File: src/png_rf_pkg.sv
// ----------------------------------------------------------------------------
// png_rf_pkg
// Shared types and constants of the PNG row filter with row cost.
// ----------------------------------------------------------------------------
package png_rf_pkg;

   localparam int MAX_ROW_BYTES   = 8192;
   localparam int MAX_PIXEL_BYTES = 8;

   localparam int BYTE_W      = 8;
   localparam int FILTER_W    = 3;
   localparam int BPP_W       = 4;
   localparam int ROW_BYTES_W = 14;
   localparam int COST_W      = 21;
   localparam int CSR_ADDR_W  = 2;
   localparam int CSR_DATA_W  = ROW_BYTES_W;

   localparam logic [BPP_W-1:0]       BPP_RESET       = 4'd3;
   localparam logic [ROW_BYTES_W-1:0] ROW_BYTES_RESET = 14'd1920;

   // register indexes of the configuration port
   localparam logic [CSR_ADDR_W-1:0] CSR_BPP       = 2'd0;
   localparam logic [CSR_ADDR_W-1:0] CSR_ROW_BYTES = 2'd1;

   typedef enum logic [FILTER_W-1:0] {
      FILT_NONE        = 3'd0,
      FILT_SUB         = 3'd1,
      FILT_UP          = 3'd2,
      FILT_AVG         = 3'd3,
      FILT_PAETH       = 3'd4,
      FILT_AVG_FIRST   = 3'd5,
      FILT_PAETH_FIRST = 3'd6
   } filter_type;

   // payload of the filter stage
   typedef struct packed {
      logic [BYTE_W-1:0]   pixel_byte;
      logic [FILTER_W-1:0] filter;
      logic                has_left;
      logic                row_end;
   } stage_type;

endpackage

File: src/png_rf_predict.sv
// ----------------------------------------------------------------------------
// png_rf_predict
// Predictor select (none, sub, up, average, Paeth), residual and magnitude.
// ----------------------------------------------------------------------------
module png_rf_predict (
   input  logic [png_rf_pkg::FILTER_W-1:0] filter,
   input  logic [png_rf_pkg::BYTE_W-1:0]   pixel_byte,
   input  logic [png_rf_pkg::BYTE_W-1:0]   left,
   input  logic [png_rf_pkg::BYTE_W-1:0]   up,
   input  logic [png_rf_pkg::BYTE_W-1:0]   upleft,
   output logic [png_rf_pkg::BYTE_W-1:0]   residual,
   output logic [png_rf_pkg::BYTE_W-1:0]   magnitude
);
   import png_rf_pkg::*;

   logic [BYTE_W-1:0] pa;
   logic [BYTE_W-1:0] pb;
   logic [BYTE_W+1:0] pc;
   logic [BYTE_W+1:0] sum_ab;
   logic [BYTE_W+1:0] twice_c;
   logic [BYTE_W:0]   avg_sum;
   logic [BYTE_W-1:0] paeth;
   logic [BYTE_W-1:0] pred;

   // Paeth distances, p = a + b - c
   always_comb begin
      pa      = (up > upleft) ? up - upleft : upleft - up;
      pb      = (left > upleft) ? left - upleft : upleft - left;
      sum_ab  = (BYTE_W+2)'(left) + (BYTE_W+2)'(up);
      twice_c = {1'b0, upleft, 1'b0};
      pc      = (sum_ab > twice_c) ? sum_ab - twice_c : twice_c - sum_ab;
      if (((BYTE_W+2)'(pa) <= (BYTE_W+2)'(pb)) && ((BYTE_W+2)'(pa) <= pc)) begin
         paeth = left;
      end else if ((BYTE_W+2)'(pb) <= pc) begin
         paeth = up;
      end else begin
         paeth = upleft;
      end
   end

   always_comb begin
      avg_sum = (BYTE_W+1)'(left) + (BYTE_W+1)'(up);
      case (filter_type'(filter))
         FILT_SUB:         pred = left;
         FILT_UP:          pred = up;
         FILT_AVG:         pred = avg_sum[BYTE_W:1];
         FILT_PAETH:       pred = paeth;
         FILT_AVG_FIRST:   pred = {1'b0, left[BYTE_W-1:1]};
         FILT_PAETH_FIRST: pred = left;
         default:          pred = '0;
      endcase
      residual  = pixel_byte - pred;
      // -128 counts as 128, which still fits eight bits unsigned
      magnitude = residual[BYTE_W-1] ? BYTE_W'(8'd0 - residual) : residual;
   end

endmodule

File: config.mk
export PLATFORM = sky130hd
export DESIGN_NAME = png_rf_predict
export DESIGN_NICKNAME = d
export VERILOG_FILES = /design/src/png_rf_pkg.sv /design/src/png_rf_predict.sv
export SDC_FILE = /design/constraint.sdc
export NUM_CORES = 1
export LEC_CHECK = 0
export BUFFER_PORTS_ARGS = -buffer_cell sky130_fd_sc_hd__buf_2
export CAP_MARGIN = 25
export CORE_ASPECT_RATIO = 1.1
export CORE_MARGIN = 3
export CORE_UTILIZATION = 40
export DETAILED_ROUTE_END_ITERATION = 12
export SYNTH_ARGS = -nofsm -noshare
export SYNTH_HDL_FRONTEND = slang
export SYNTH_SLANG_ARGS = --single-unit
File: constraint.sdc
create_clock -name vclk -period 20.3
set_input_delay 1.015 -clock vclk [all_inputs]
set_output_delay 1.015 -clock vclk [all_outputs]
set_load 0.03 [all_outputs]
==> qor.yml <==
yosys:
  ys_seq_area_share_pct: 0
  yosys_warnings: 0
  synth_area_per_cell_um2: 7.57
  synth_nets: 635
  synth_cells: 509
  yosysMostFrequentCell: "ha_1"
  synth_top_cell_area_share_pct: 27.0
  yosys.cell_types.count: 68
  synth_commonest_cells: "83 x ha_1, 61 x inv_1, 49 x a21oi_1"
  yosysTopAreaCell: "ha_1"
  syn_area_um2: 3850
  synthTopCellsByArea: "ha_1 27%, a21oi_1 6.4%, inv_1 5.9%"
cells_and_area:
  register_area_um2: 0
  design_area_um2: 4160
  final_nets: 674
  clkbuf_count: 0
  fin_util_pct: 45.7
  antenna_cells: 0
  fillers: 945
  drive_above_1_share_pct: 14.3
  syn_to_final_growth_pct: 7.96
  seq_cell_count: 0
global_route:
  grtUsageTotal_pct: 20.2
  grt_pass1_vias: 3696
  grt_max_degree: 18
  antenna_found_initial: 0
  grt_pass1_wl_mm: 18.0
  grt_overflow_total: 0
critical_path:
  slowest_delay_ns: 0.62
  crit_slowest_cell: "a2111oi_1"
  crit_top_cell: "a21oi_1"
  critical_path_required_ns: 19.29
  critPathLaunchType: "input port"
  worstSetupPathType: "input port to output pin"
  end_kind: "output pin"
  cp_max_fo: 10
  cp.arrival_ns: 10.05
drt:
  avgViaCountPerCell: 5.72
  drtAntennaViolNets: 0
  vias: 3772
  dr.pass1.iters: 4
  route.detailed.drc: 0
  drt_iter0_drc: 217
  drt-total-wl_mm: 11.1
  routedWlPerCell_um: 16.7
sta:
  fin_crit_ns: 11.07
  tns_ns: 0
  hold_violations: 0
  slew_viol_final: 0
  rsz0062_at_grt: "no"
  setup_viol: 0
  max_freq_ghz: 0.0904
  min_period_over_period_pct: 54.5
  worst_pin_slew_ns: 1.07
  holdWs_ns: 2.57
  slew_headroom_pct: 28.2
pwr:
  power.density_nw_per_um2: 83.2
  power_leakage_nw: 2.15
  vdd_drop_max_mv: 0.0951
place:
  dp.final_hpwl_mm: 9.80
  routabilityCongestion: 0.876
  portBuffers: 51
  place_area_um2: 4160
clock_network:
  cts_setup_buffers: 0
  hold_buffers: 0
  cts_resized: 0
floorplanning:
  die_w_um: 99.6
  initial_core_util_pct: 42.3
  rows: 36
  core_area_um2: 9100
  die-area_um2: 10800
  pin_count: 51
  fp.dieH_um: 109
hold_path:
  min_path_type: "input port to output pin"
run_status:
  outcome: "finished, final reports clean"
job:
  max-cap-violations: 0
==> report_power, final <==
group          switching (W)  internal (W)
Clock                      0             0
Sequential                 0             0
Combinational       0.000215      0.000131
==> logic make-up (layout without fill, tap and decap cells) <==
logic type      Yosys count  count (layout)  share of synthesized area, %
mux                      31              31                          8.38
compound gates          160             160                          28.3
xor+xnor                 33              33                          7.50
fa+ha+maj                92              92                          31.4
buf+inv                  75             112                          8.32
simple gates            118             118                          16.0
==> final cells by class <==
cell class	instances	area [um2]	share of cell area [%]
Multi-Input combinational cell	434	3530	84.9
Timing Repair Buffer	51	255	6.14
Inverter	61	229	5.51
Tap cell	114	143	3.43
==> path summary, 6_finish.rpt <==
kind | startpoint | end | slack [ns] | cells after the start
setup / recovery | left[0] | magnitude[5] | 9.23 | 40
hold / removal | pixel_byte[0] | residual[0] | 2.57 | 5
==> cells in the final DEF, fill, tap and decap left out, drive strengths merged, types with 14 or more instances in the layout <==
cell   synthesis  layout
ha            83      83
inv           61      61
a21oi         52      52
buf            8      51
o21ai         32      32
nand2         29      29
nor2          24      24
mux2i         21      21
xnor2         19      19
a21o          16      16
xor2          14      14
==> stage by stage <==
step	total power (W)	std cells	setup WS, ns
2_1_floorplan	0.000269	509	10.32
3_3_place_gp	0.000341	660	9.47
3_5_place_dp	0.000343	660	9.23
4_1_cts	0.000346	660	9.22
5_1_grt	0.000384	660	8.34
6_report	0.000346	660	9.23
==> per-layer routing <==
layer | up-vias | routed length (um) | GRT usage [%]
li1 | 1919 | - | -
met1 | 1723 | 4830 | 24.7
met2 | 107 | 5490 | 37.5
met3 | 23 | 332 | 0.896
met4 | 0 | 401 | 6.93
met5 | - | 0 | 0
==> worst max-delay path: cells and delay by family <==
family          cells  cell delay, ns
fa+ha+maj           5            1.61
buf+inv             3            0.41
mux                 3            0.78
simple gates        9            1.89
compound gates     17            3.80
xor+xnor            3            0.54
No activity file was read; power rests on OpenSTA's default activity.
